### config.mk
export PLATFORM = sky130hd
export DESIGN_NAME = xml_token_scanner
export DESIGN_NICKNAME = d
export VERILOG_FILES = /design/src/xts_pkg.sv /design/src/xml_token_scanner.sv /design/src/xts_step.sv /design/src/xts_obuf.sv
export VERILOG_INCLUDE_DIRS = /design/src /design/src/src
export SDC_FILE = /design/constraint.sdc
export NUM_CORES = 1
export LEC_CHECK = 0
export BUFFER_PORTS_ARGS = -buffer_cell sky130_fd_sc_hd__buf_2
export CORE_AREA = 2 2 209 170
export DETAILED_ROUTE_END_ITERATION = 8
export DIE_AREA = 0 0 211 172
export PLACE_DENSITY_LB_ADDON = 0.2
export SYNTH_ARGS = -nofsm -noshare
export SYNTH_HDL_FRONTEND = slang
export SYNTH_HIERARCHICAL = 1
export SYNTH_SLANG_ARGS = --single-unit
export TNS_END_PERCENT = 10
### constraint.sdc
create_clock -name aclk -period 4.85 [get_ports aclk]
set_input_delay 0.97 -clock aclk [delete_from_list [all_inputs] [get_ports aclk]]
set_output_delay 0.97 -clock aclk [all_outputs]
set_load 0.005 [all_outputs]
### src/xml_token_scanner_macros.svh
// assertion helpers shared by the scanner rtl
`ifndef XML_TOKEN_SCANNER_MACROS_SVH
`define XML_TOKEN_SCANNER_MACROS_SVH

// same-cycle implication, sampled on aclk, off while in reset
`define XTS_ASSERT_NOW(lbl, ante, cons, msg) \
    lbl: assert property (@(posedge aclk) disable iff (!aresetn) (ante) |-> (cons)) \
        else $error(msg);

// next-cycle implication, sampled on aclk, off while in reset
`define XTS_ASSERT_NEXT(lbl, ante, cons, msg) \
    lbl: assert property (@(posedge aclk) disable iff (!aresetn) (ante) |=> (cons)) \
        else $error(msg);

`endif

### src/xts_pkg.sv
`timescale 1ns / 1ps
// ----------------------------------------------------------------------------
// xts_pkg
// types, codes and byte constants of the xml token scanner
// ----------------------------------------------------------------------------
package xts_pkg;

    typedef enum logic [3:0] {
        S_TEXT       = 4'd0,
        S_NAME_BEGIN = 4'd1,
        S_NAME       = 4'd2,
        S_ATTR_BEGIN = 4'd3,
        S_ATTR       = 4'd4,
        S_VAL_QUOTE  = 4'd5,
        S_VAL_DQ     = 4'd6,
        S_VAL_SQ     = 4'd7,
        S_VAL_NOQ    = 4'd8,
        S_CLOSE      = 4'd9,
        S_CLOSE_NAME = 4'd10
    } scan_state_t;

    localparam logic [1:0] KIND_VALUE = 2'd0;
    localparam logic [1:0] KIND_EVENT = 2'd1;
    localparam logic [1:0] KIND_ERROR = 2'd2;

    localparam logic [2:0] TOK_TEXT       = 3'd0;
    localparam logic [2:0] TOK_TAG_OPEN   = 3'd1;
    localparam logic [2:0] TOK_ATTRS_END  = 3'd2;
    localparam logic [2:0] TOK_ATTR_NAME  = 3'd3;
    localparam logic [2:0] TOK_ATTR_VALUE = 3'd4;
    localparam logic [2:0] TOK_CLOSE_NAME = 3'd5;
    localparam logic [2:0] TOK_SELF_CLOSE = 3'd6;

    localparam logic [7:0] CH_LT    = 8'h3C;
    localparam logic [7:0] CH_GT    = 8'h3E;
    localparam logic [7:0] CH_SLASH = 8'h2F;
    localparam logic [7:0] CH_EQ    = 8'h3D;
    localparam logic [7:0] CH_DQ    = 8'h22;
    localparam logic [7:0] CH_SQ    = 8'h27;
    localparam logic [7:0] CH_LF    = 8'h0A;
    localparam logic [7:0] CH_CR    = 8'h0D;
    localparam logic [7:0] CH_TAB   = 8'h09;
    localparam logic [7:0] CH_SP    = 8'h20;

    localparam logic [31:0] CNT_MAX = 32'hFFFF_FFFF;

    typedef struct packed {
        logic [1:0]  kind;
        logic [7:0]  vbyte;
        logic [2:0]  code;
        logic [31:0] line;
        logic [31:0] col;
        logic        last;
    } res_t;

    typedef struct packed {
        res_t        res0;
        res_t        res1;
        logic [1:0]  n;
        logic        err;
        scan_state_t state_next;
        logic        nonempty_next;
        logic [31:0] line_next;
        logic [31:0] col_next;
    } step_t;

    function automatic res_t mk_value(input logic [7:0] b, input logic [2:0] code);
        res_t r;
        r       = '0;
        r.kind  = KIND_VALUE;
        r.vbyte = b;
        r.code  = code;
        return r;
    endfunction

    function automatic res_t mk_event(input logic [2:0] code);
        res_t r;
        r      = '0;
        r.kind = KIND_EVENT;
        r.code = code;
        return r;
    endfunction

endpackage

### src/xml_token_scanner.sv
`timescale 1ns / 1ps
// ----------------------------------------------------------------------------
// xml_token_scanner
// streaming xml tokenizer: one document byte per request, value bytes,
// token events and quote errors out, with line and column
// ----------------------------------------------------------------------------
// channel  | dir | handshake                 | payload
// s_       | in  | s_tvalid / s_tready       | tdata: in_byte
// m_       | out | m_tvalid / m_tready       | tdata/tuser/tlast: one result
// cfg_wr_  | in  | cfg_wr_en (no wait)       | cfg_wr_data: strict_quotes
//
// a byte is taken into the input register, scanned there once the result register
// can take its results, which land in the two-entry result register; one byte per
// cycle goes through while m_tready is high and each byte gives at most one result,
// a byte with two results holds the input register while the result register drains.
// aresetn (synchronous) clears the scanner state, counters and strict flag.
// m_tready low stalls the result register and then s_tready.
// ----------------------------------------------------------------------------
`include "xml_token_scanner_macros.svh"

module xml_token_scanner (
    input  logic        aclk,
    input  logic        aresetn,
    input  logic        cfg_wr_en,
    input  logic        cfg_wr_data,   // strict_quotes
    input  logic        s_tvalid,
    output logic        s_tready,
    input  logic [7:0]  s_tdata,       // [7:0] in_byte
    output logic        m_tvalid,
    input  logic        m_tready,
    // [7:0] value_byte, [10:8] token_code, [42:11] line_number,
    // [74:43] column_number, [79:75] zero
    output logic [79:0] m_tdata,
    output logic [1:0]  m_tuser,       // [1:0] result_kind
    output logic        m_tlast        // last_of_run
);
    import xts_pkg::*;

    logic        strict_reg;
    logic        in_valid_reg;
    logic        in_valid_next;
    logic [7:0]  in_byte_reg;
    scan_state_t state_reg;
    logic        nonempty_reg;
    logic [31:0] line_reg;
    logic [31:0] col_reg;
    step_t       step;
    logic        can_load;
    logic        consume;
    res_t        head;

    assign consume       = in_valid_reg && can_load;
    assign s_tready      = !in_valid_reg || consume;
    assign in_valid_next = (s_tvalid && s_tready) || (in_valid_reg && !consume);

    always_ff @(posedge aclk) begin
        if (!aresetn) begin
            strict_reg   <= 1'b0;
            in_valid_reg <= 1'b0;
            state_reg    <= S_TEXT;
            nonempty_reg <= 1'b0;
            line_reg     <= '0;
            col_reg      <= '0;
        end else begin
            if (cfg_wr_en) begin
                strict_reg <= cfg_wr_data;
            end
            in_valid_reg <= in_valid_next;
            if (consume) begin
                state_reg    <= step.state_next;
                nonempty_reg <= step.nonempty_next;
                line_reg     <= step.line_next;
                col_reg      <= step.col_next;
            end
        end
    end

    always_ff @(posedge aclk) begin
        if (s_tvalid && s_tready) begin
            in_byte_reg <= s_tdata;
        end
    end

    xts_step u_step (
        .strict_quotes (strict_reg),
        .state         (state_reg),
        .nonempty      (nonempty_reg),
        .line_cnt      (line_reg),
        .col_cnt       (col_reg),
        .in_byte       (in_byte_reg),
        .step          (step)
    );

    xts_obuf u_obuf (
        .aclk      (aclk),
        .aresetn   (aresetn),
        .load      (consume),
        .load_n    (step.n),
        .load_res0 (step.res0),
        .load_res1 (step.res1),
        .out_ready (m_tready),
        .out_valid (m_tvalid),
        .out_res   (head),
        .can_load  (can_load)
    );

    assign m_tdata = {5'b0, head.col, head.line, head.code, head.vbyte};
    assign m_tuser = head.kind;
    assign m_tlast = head.last;

    // an error stands alone for its byte
    `XTS_ASSERT_NOW(a_err_last, m_tvalid && (m_tuser == KIND_ERROR), m_tlast, "error not last")
    // events carry no byte
    `XTS_ASSERT_NOW(a_evt_zero, m_tvalid && (m_tuser == KIND_EVENT), m_tdata[7:0] == 8'h00, "event byte set")
    // a counted newline restarts the column
    `XTS_ASSERT_NEXT(a_lf_col, consume && !step.err && (in_byte_reg == CH_LF), col_reg == 32'd0, "column not cleared")
    // a rejected byte leaves the scanner state alone
    `XTS_ASSERT_NEXT(a_err_hold, consume && step.err, state_reg == S_VAL_QUOTE, "state moved on error")

endmodule

### src/xts_step.sv
`timescale 1ns / 1ps
// ----------------------------------------------------------------------------
// xts_step
// next-state logic of the scanner: one byte in, up to two results out
// ----------------------------------------------------------------------------
module xts_step (
    input  logic                 strict_quotes,
    input  xts_pkg::scan_state_t state,
    input  logic                 nonempty,
    input  logic [31:0]          line_cnt,
    input  logic [31:0]          col_cnt,
    input  logic [7:0]           in_byte,
    output xts_pkg::step_t       step
);
    import xts_pkg::*;

    logic is_ws;
    logic name_path;
    logic attr_path;
    logic noq_path;
    res_t r0;
    res_t r1;
    logic [1:0] n;
    logic err;
    scan_state_t nxt;
    res_t last_res;

    assign is_ws = (in_byte == CH_SP) || (in_byte == CH_TAB) ||
                   (in_byte == CH_CR) || (in_byte == CH_LF);

    always_comb begin
        name_path = 1'b0;
        attr_path = 1'b0;
        noq_path  = 1'b0;
        r0        = '0;
        r1        = '0;
        n         = 2'd0;
        err       = 1'b0;
        nxt       = state;

        case (state)
            S_NAME_BEGIN: begin
                if (in_byte == CH_SLASH) begin
                    nxt = S_CLOSE_NAME;
                end else begin
                    name_path = 1'b1;
                end
            end
            S_NAME: begin
                name_path = 1'b1;
            end
            S_CLOSE_NAME: begin
                if (in_byte == CH_GT) begin
                    r0  = mk_event(TOK_CLOSE_NAME);
                    n   = 2'd1;
                    nxt = S_TEXT;
                end else begin
                    r0 = mk_value(in_byte, TOK_CLOSE_NAME);
                    n  = 2'd1;
                end
            end
            S_CLOSE: begin
                if (in_byte == CH_GT) begin
                    r0  = mk_event(TOK_SELF_CLOSE);
                    n   = 2'd1;
                    nxt = S_TEXT;
                end
            end
            S_ATTR_BEGIN: begin
                if (is_ws) begin
                    nxt = state;
                end else if (in_byte == CH_SLASH) begin
                    nxt = S_CLOSE;
                end else if (in_byte == CH_GT) begin
                    r0  = mk_event(TOK_ATTRS_END);
                    n   = 2'd1;
                    nxt = S_TEXT;
                end else begin
                    attr_path = 1'b1;
                end
            end
            S_ATTR: begin
                attr_path = !is_ws;
            end
            S_VAL_QUOTE: begin
                if (is_ws) begin
                    nxt = state;
                end else if (in_byte == CH_DQ) begin
                    nxt = S_VAL_DQ;
                end else if (in_byte == CH_SQ) begin
                    nxt = S_VAL_SQ;
                end else if (strict_quotes) begin
                    // byte dropped, state and counters kept
                    r0       = '0;
                    r0.kind  = KIND_ERROR;
                    r0.vbyte = in_byte;
                    n        = 2'd1;
                    err      = 1'b1;
                end else begin
                    noq_path = 1'b1;
                end
            end
            S_VAL_NOQ: begin
                noq_path = 1'b1;
            end
            S_VAL_DQ: begin
                if (in_byte == CH_DQ) begin
                    r0  = mk_event(TOK_ATTR_VALUE);
                    n   = 2'd1;
                    nxt = S_ATTR_BEGIN;
                end else begin
                    r0 = mk_value(in_byte, TOK_ATTR_VALUE);
                    n  = 2'd1;
                end
            end
            S_VAL_SQ: begin
                if (in_byte == CH_SQ) begin
                    r0  = mk_event(TOK_ATTR_VALUE);
                    n   = 2'd1;
                    nxt = S_ATTR_BEGIN;
                end else begin
                    r0 = mk_value(in_byte, TOK_ATTR_VALUE);
                    n  = 2'd1;
                end
            end
            default: begin
                // text, and the unused codes behave as text
                if (in_byte == CH_LT) begin
                    if (nonempty) begin
                        r0 = mk_event(TOK_TEXT);
                        n  = 2'd1;
                    end
                    nxt = S_NAME_BEGIN;
                end else begin
                    r0 = mk_value(in_byte, TOK_TEXT);
                    n  = 2'd1;
                end
            end
        endcase

        if (name_path) begin
            if (in_byte == CH_SP) begin
                r0  = mk_event(TOK_TAG_OPEN);
                n   = 2'd1;
                nxt = S_ATTR_BEGIN;
            end else if (in_byte == CH_GT) begin
                r0  = mk_event(TOK_TAG_OPEN);
                r1  = mk_event(TOK_ATTRS_END);
                n   = 2'd2;
                nxt = S_TEXT;
            end else begin
                r0  = mk_value(in_byte, TOK_TAG_OPEN);
                n   = 2'd1;
                nxt = S_NAME;
            end
        end

        if (attr_path) begin
            if (in_byte == CH_EQ) begin
                r0  = mk_event(TOK_ATTR_NAME);
                n   = 2'd1;
                nxt = S_VAL_QUOTE;
            end else begin
                r0  = mk_value(in_byte, TOK_ATTR_NAME);
                n   = 2'd1;
                nxt = S_ATTR;
            end
        end

        if (noq_path) begin
            if (is_ws) begin
                r0  = mk_event(TOK_ATTR_VALUE);
                n   = 2'd1;
                nxt = S_ATTR_BEGIN;
            end else if (in_byte == CH_GT) begin
                r0  = mk_event(TOK_ATTR_VALUE);
                r1  = mk_event(TOK_ATTRS_END);
                n   = 2'd2;
                nxt = S_TEXT;
            end else begin
                r0  = mk_value(in_byte, TOK_ATTR_VALUE);
                n   = 2'd1;
                nxt = S_VAL_NOQ;
            end
        end
    end

    assign last_res = (n == 2'd2) ? r1 : r0;

    always_comb begin
        step            = '0;
        step.n          = n;
        step.err        = err;
        step.state_next = nxt;

        if (err) begin
            step.line_next = line_cnt;
            step.col_next  = col_cnt;
        end else if (in_byte == CH_LF) begin
            step.line_next = (line_cnt == CNT_MAX) ? line_cnt : line_cnt + 32'd1;
            step.col_next  = '0;
        end else begin
            step.line_next = line_cnt;
            step.col_next  = (col_cnt == CNT_MAX) ? col_cnt : col_cnt + 32'd1;
        end

        if ((n == 2'd0) || err) begin
            step.nonempty_next = nonempty;
        end else begin
            step.nonempty_next = (last_res.kind == KIND_VALUE);
        end

        step.res0      = r0;
        step.res1      = r1;
        step.res0.line = step.line_next;
        step.res0.col  = step.col_next;
        step.res0.last = (n == 2'd1);
        step.res1.line = step.line_next;
        step.res1.col  = step.col_next;
        step.res1.last = 1'b1;
    end

endmodule

### src/xts_obuf.sv
`timescale 1ns / 1ps
// ----------------------------------------------------------------------------
// xts_obuf
// two-entry result register, drains one result per cycle while out_ready is high
// ----------------------------------------------------------------------------
module xts_obuf (
    input  logic          aclk,
    input  logic          aresetn,
    input  logic          load,
    input  logic [1:0]    load_n,
    input  xts_pkg::res_t load_res0,
    input  xts_pkg::res_t load_res1,
    input  logic          out_ready,
    output logic          out_valid,
    output xts_pkg::res_t out_res,
    output logic          can_load
);
    import xts_pkg::*;

    logic [1:0] cnt_reg;
    logic [1:0] cnt_next;
    res_t       r0_reg;
    res_t       r0_next;
    res_t       r1_reg;
    res_t       r1_next;
    logic       pop;

    assign out_valid = (cnt_reg != 2'd0);
    assign out_res   = r0_reg;
    assign pop       = out_valid && out_ready;
    // refill when empty or as the last held result leaves
    assign can_load  = (cnt_reg == 2'd0) || ((cnt_reg == 2'd1) && out_ready);

    always_comb begin
        cnt_next = cnt_reg;
        r0_next  = r0_reg;
        r1_next  = r1_reg;
        if (load) begin
            cnt_next = load_n;
            r0_next  = load_res0;
            r1_next  = load_res1;
        end else if (pop) begin
            cnt_next = cnt_reg - 2'd1;
            r0_next  = r1_reg;
        end
    end

    always_ff @(posedge aclk) begin
        if (!aresetn) begin
            cnt_reg <= 2'd0;
        end else begin
            cnt_reg <= cnt_next;
        end
    end

    always_ff @(posedge aclk) begin
        r0_reg <= r0_next;
        r1_reg <= r1_next;
    end

endmodule

==> results.json, run 1 <==
{
  "grt_pass1_wl_um": 44600,
  "dieArea_um2": 36300,
  "required_ns": 3.88,
  "combPwrFrac_pct": 14.3,
  "p_clk_share_pct": 38.7,
  "rsz0062_at_grt": "no",
  "crit_path_end_kind": "output port",
  "coreArea_um2": 34300,
  "cts_tree": "built",
  "row_count": 61,
  "cts_buffer_depth": 3,
  "nets": 1142,
  "grt_antenna_before_repair": 0,
  "antenna_cells": 0,
  "viasPerCell": 5.25,
  "wl_per_cell_um": 18.0,
  "hold_viol_final": 0,
  "drc": 0,
  "grt_pass1_vias": 7791,
  "die_w_um": 211,
  "cts_sinks": 237,
  "postCtsHoldBufs": 0,
  "p_sw_mw": 1.36,
  "setup_slack_ns": 1.53,
  "postPlaceCellArea_um2": 12900,
  "clk_pin_slew_worst_paths_ns": 0.06,
  "netlist_area_um2": 13500,
  "status": "finished, final reports clean",
  "critPathKind": "reg2out",
  "finClkSkew_ns": 0.0132,
  "start_util_pct": 39.3,
  "worst_slew_pin_slew_ns": 1.18,
  "fin_util_pct": 40.4,
  "fill_cells": 3265,
  "syn2layout_area_growth_pct": 2.64,
  "maxCapViolCount": 0,
  "gr-total-overflow": 0,
  "tns_ns": 0,
  "cts_made_buffers": 27,
  "ir_drop_v": 0.000242,
  "gp_congestion": 0.872,
  "internal_power_mw": 3.97,
  "final_area_um2": 13800,
  "dr.pass1.iters": 7,
  "leakagePower_nw": 5.15,
  "ys_warn_count": 6,
  "insertion_delay_ns": 0.54,
  "fin_crit_ns": 3.32,
  "htreeDepth": 1,
  "fin_crit_sh_pct": 68.5,
  "drtAntennaViolNets": 0,
  "fmax_ghz": 0.301,
  "power.share.sequential_pct": 46.9,
  "pre_cts_ws_ns": 1.61,
  "swShare_pct": 25.5,
  "io_pins": 99,
  "root_buffer": "clkbuf_16",
  "dpl.hpwl_um": 17900,
  "hp-class": "reg2reg",
  "grt_usage_pct": 15.4,
  "syn_avg_cell_area_um2": 11.2,
  "worstPathArrival_ns": 2.35,
  "whs_ns": 0.478,
  "port_buffers": 93,
  "layout-drive-gt1-share_pct": 27.9,
  "worstPathMaxFanout": 70,
  "die_h_um": 172,
  "grt_max_degree": 116,
  "post-cts-setup-buffers": 0,
  "power_density_nw_per_um2": 385,
  "cp-start-kind": "flop",
  "relSlewSlack_pct": 21.5,
  "syn_inst": 1204,
  "cts_resized": 0,
  "drv_slew": 0,
  "vias": 8332,
  "drt_iter0_markers": 564,
  "setup-violations-final": 0,
  "wirelength_um": 28500
}
==> stage by stage <==
step | std cells | power, mW
final | 1586 | 5.33
after global routing | 1586 | 5.56
after CTS | 1586 | 5.42
after detailed placement | 1536 | 3.32
after global placement | 1536 | 3.32
after floorplan | 1218 | 3.12
==> worst max-delay path, stage by stage, from the launching register on <==
cell and delay, ns:
dfxtp_1 0.33, inv_1 0.06, ha_1 0.17, inv_1 0.10
nand2_2 0.08, buf_4 0.67, nand2b_1 0.23, buf_2 0.14
==> placed cells by master, fill, tap and decap left out, types with 4 or more instances in the layout <==
master,count
edfxtp_1,164
nand2_1,113
nand4_1,97
buf_2,92
mux2_4,78
dfxtp_1,72
o21ai_2,70
nor2_1,56
xor2_1,46
nand3_1,41
clkbuf_16,27
a21oi_1,26
inv_1,20
conb_1,17
xnor2_1,16
o21ai_0,15
and4_1,15
and3_1,15
and2_1,9
clkbuf_1,9
buf_4,9
nor2b_1,8
nor3_1,8
o211ai_1,6
clkinv_2,5
nor4_1,5
clkbuf_8,4
ha_1,4
nor3b_1,4
o21a_1,4
==> metal layers <==
metal / routed length [µm] / vias to the layer above / global-route usage (%)
met1: 14700 / 4065 / 23.7
met2: 12200 / 171 / 22.4
met5: 0 / - / 0
met4: 380 / 0 / 2.94
li1: - / 4072 / -
met3: 1250 / 24 / 2.71
==> power by group through the flow <==
| stage | registers [mW] | logic [mW] | clock network [mW] |
|---|---|---|---|
| 2_1_floorplan | 2.53 | 0.596 | 0 |
| 3_3_place_gp | 2.54 | 0.777 | 0 |
| 3_5_place_dp | 2.54 | 0.779 | 0 |
| 4_1_cts | 2.50 | 0.781 | 2.14 |
| 5_1_grt | 2.52 | 0.836 | 2.20 |
| 6_report | 2.50 | 0.764 | 2.06 |
==> path summary, 6_finish.rpt <==
check                                       from                           to  slack (ns)  cells past startpoint
hold / removal         line_reg[10]$_SDFFE_PN0P_    line_reg[10]$_SDFFE_PN0P_        0.48                      2
setup reg to reg       state_reg[1]$_SDFFE_PN0P_  u_obuf/out_res[0]$_DFFE_PP_        1.60                      7
hold reg to reg        line_reg[10]$_SDFFE_PN0P_    line_reg[10]$_SDFFE_PN0P_        0.48                      2
setup / recovery  u_obuf/cnt_reg[0]$_SDFFE_PN0P_                     s_tready        1.53                      7
==> cell type report <==
cell class / count / area (µm²) / area share [%]
well taps: 441 / 552 / 3.99
multi-input cells: 735 / 5350 / 38.7
flip-flops and latches: 237 / 6390 / 46.2
repair buffers: 103 / 568 / 4.11
clock inverters: 10 / 135 / 0.977
clock buffers: 40 / 764 / 5.53
inverters: 20 / 75.1 / 0.543
Note: power is estimated with default switching activity, not from simulation.
==> run 2: changes to the inputs <==
==> constraint.sdc (replaced) <==
create_clock -name aclk -period 2.8 [get_ports aclk]
set_input_delay 0.56 -clock aclk [delete_from_list [all_inputs] [get_ports aclk]]
set_output_delay 0.56 -clock aclk [all_outputs]
set_load 0.005 [all_outputs]
==> run 2 against run 1 <==
Clock-buffer cell count fell by 8. Cell count is 4.2% higher. Non-clock buffer count increased by 65. Clock skew rose by 0.0013 ns. Die area unchanged.
==> results.json, run 2 (same netlist as run 1, synthesis figures left out) <==
{
  "status": "finished, final reports clean",
  "place_inst": 1601,
  "combPwrFrac_pct": 15.2,
  "power_mw": 9.46,
  "p_sw_mw": 2.44,
  "grt_pass1_wl_um": 46400,
  "insertion_delay_ns": 0.56,
  "postPlaceCellArea_um2": 13500,
  "setup-violations-final": 0,
  "drv_slew": 0,
  "hp-start": "s_tdata[5]",
  "reg2regPathDepth": 8,
  "cts_sinks": 237,
  "cts_made_buffers": 28,
  "finClkSkew_ns": 0.0145,
  "fmax_ghz": 0.371,
  "relSlewSlack_pct": 41.2,
  "drt_iter0_markers": 550,
  "die_w_um": 211,
  "power.share.sequential_pct": 45.5,
  "fill_cells": 3289,
  "root_buffer": "clkbuf_16",
  "critical_path_buf_inv_count": 2,
  "final_area_um2": 14500,
  "drc": 0,
  "worst_slew_pin_slew_ns": 0.882,
  "syn2layout_area_growth_pct": 7.51,
  "cp-start-kind": "flop",
  "final_common_cell": "edfxtp_1",
  "maxCapViolCount": 0,
  "nets": 1208,
  "tns_ns": 0,
  "required_ns": 3.10,
  "whs_ns": 0.177,
  "critPathKind": "reg2reg",
  "worstHoldEndpoint": "in_byte_reg[5]$_DFFE_PP_",
  "hold_viol_final": 0,
  "leakagePower_nw": 5.52,
  "fin_util_pct": 42.3,
  "grt_pass1_vias": 8036,
  "worstPathMaxFanout": 2,
  "viasPerCell": 5.14,
  "io_pins": 99,
  "cts_tree": "built",
  "mostFrequentLayoutCells": "edfxtp_1 (164), nand2_1 (113), nand4_1 (97)",
  "grt_max_degree": 70,
  "gp_congestion": 0.888,
  "p_clk_share_pct": 39.4,
  "cp_common_cell": "buf_4",
  "coreArea_um2": 34300,
  "power_density_nw_per_um2": 653,
  "hp-class": "in2reg",
  "swShare_pct": 25.8,
  "critPathTopFamily": "compound AO/OA/AOI/OAI gates",
  "fin_crit_ns": 2.69,
  "instances_no_fill": 1653,
  "wirelength_um": 29600,
  "layout-drive-gt1-share_pct": 32.3,
  "reg2reg_slack_ns": 0.11,
  "dieArea_um2": 36300,
  "antenna_cells": 0,
  "crit_slowest_cell": "or4b_1",
  "ir_drop_v": 0.000475,
  "vias": 8502,
  "setup_slack_ns": 0.106,
  "pre_cts_ws_ns": 0.130,
  "htreeDepth": 1,
  "drtAntennaViolNets": 0,
  "worstPathArrival_ns": 2.99,
  "clk_pin_slew_worst_paths_ns": 0.06,
  "fin_crit_sh_pct": 96.2,
  "dpl.hpwl_um": 19800,
  "cpPeakStageDelay_ns": 0.59,
  "start_util_pct": 39.3,
  "dr.pass1.iters": 5,
  "regToRegStartpoint": "in_byte_reg[4]$_DFFE_PP_",
  "min_path_cells": 1,
  "crit_path_cell_trace": "or4b_1 -> o31ai_1 -> buf_4 -> o2bb2ai_1 -> o311ai_2 -> buf_4 -> a21oi_1 -> mux2_4",
  "crit_path_end_kind": "flop",
  "reg2reg_to": "u_obuf/out_res[76]$_DFFE_PP_",
  "postCtsHoldBufs": 0,
  "internal_power_mw": 7.02,
  "cts_buffer_depth": 3,
  "grt_usage_pct": 16.1,
  "wl_per_cell_um": 17.9,
  "port_buffers": 93,
  "gr-total-overflow": 0,
  "grt_antenna_before_repair": 0,
  "rsz0062_at_grt": "yes",
  "die_h_um": 172,
  "row_count": 61
}
## run 2: layout make-up
cell class	count	area (µm²)	area share, %
Clock inverter	20	220	1.52
Sequential cell	237	6390	44.1
Multi-Input combinational cell	735	5400	37.3
Clock buffer	32	736	5.08
Timing Repair Buffer	168	1120	7.72
Tap cell	441	552	3.81
Inverter	20	75.1	0.518
## run 2: power by group through the flow
stage	Combinational [mW]	Sequential, mW	Clock, mW
6_report	1.44	4.30	3.72
4_1_cts	1.46	4.31	3.86
5_1_grt	1.57	4.34	3.97
2_1_floorplan	1.05	4.37	0
3_3_place_gp	1.45	4.38	0
3_5_place_dp	1.46	4.38	0
## run 2: worst max path at each step
stage,start,endpoint,slack (ns),cells past startpoint
2_1_floorplan,m_tready,u_obuf/out_res[0]$_DFFE_PP_,0.008,9
3_3_place_gp,state_reg[1]$_SDFFE_PN0P_,u_obuf/out_res[0]$_DFFE_PP_,0.04,9
3_5_place_dp,in_byte_reg[7]$_DFFE_PP_,u_obuf/out_res[76]$_DFFE_PP_,0.13,8
4_1_cts,in_byte_reg[7]$_DFFE_PP_,u_obuf/out_res[76]$_DFFE_PP_,0.11,8
5_1_grt,in_byte_reg[5]$_DFFE_PP_,u_obuf/out_res[58]$_DFFE_PP_,-0.04,8
6_report,in_byte_reg[4]$_DFFE_PP_,u_obuf/out_res[76]$_DFFE_PP_,0.11,8
## run 2: worst reg2reg max path, delay by kind of cell (launching register included)
kind | cells | cell delay, ns
AO/OA/AOI/OAI | 4 | 0.81
AND/OR/NAND/NOR | 1 | 0.59
flip-flops | 1 | 0.39
buffers and inverters | 2 | 0.34
multiplexers | 1 | 0.30
## run 2: routing by layer
| metal | global-route usage [%] | vias to the layer above | routed length [µm] |
|---|---|---|---|
| met5 | 0 | - | 0 |
| met4 | 3.64 | 0 | 585 |
| met3 | 2.65 | 34 | 1220 |
| met2 | 23.6 | 171 | 12300 |
| met1 | 24.6 | 4093 | 15500 |
| li1 | - | 4204 | - |
## run 2: timing repair
item,4_1_cts,5_1_grt
resized for setup,0,9
setup endpoints to repair,0,21
buffers inserted,0,0
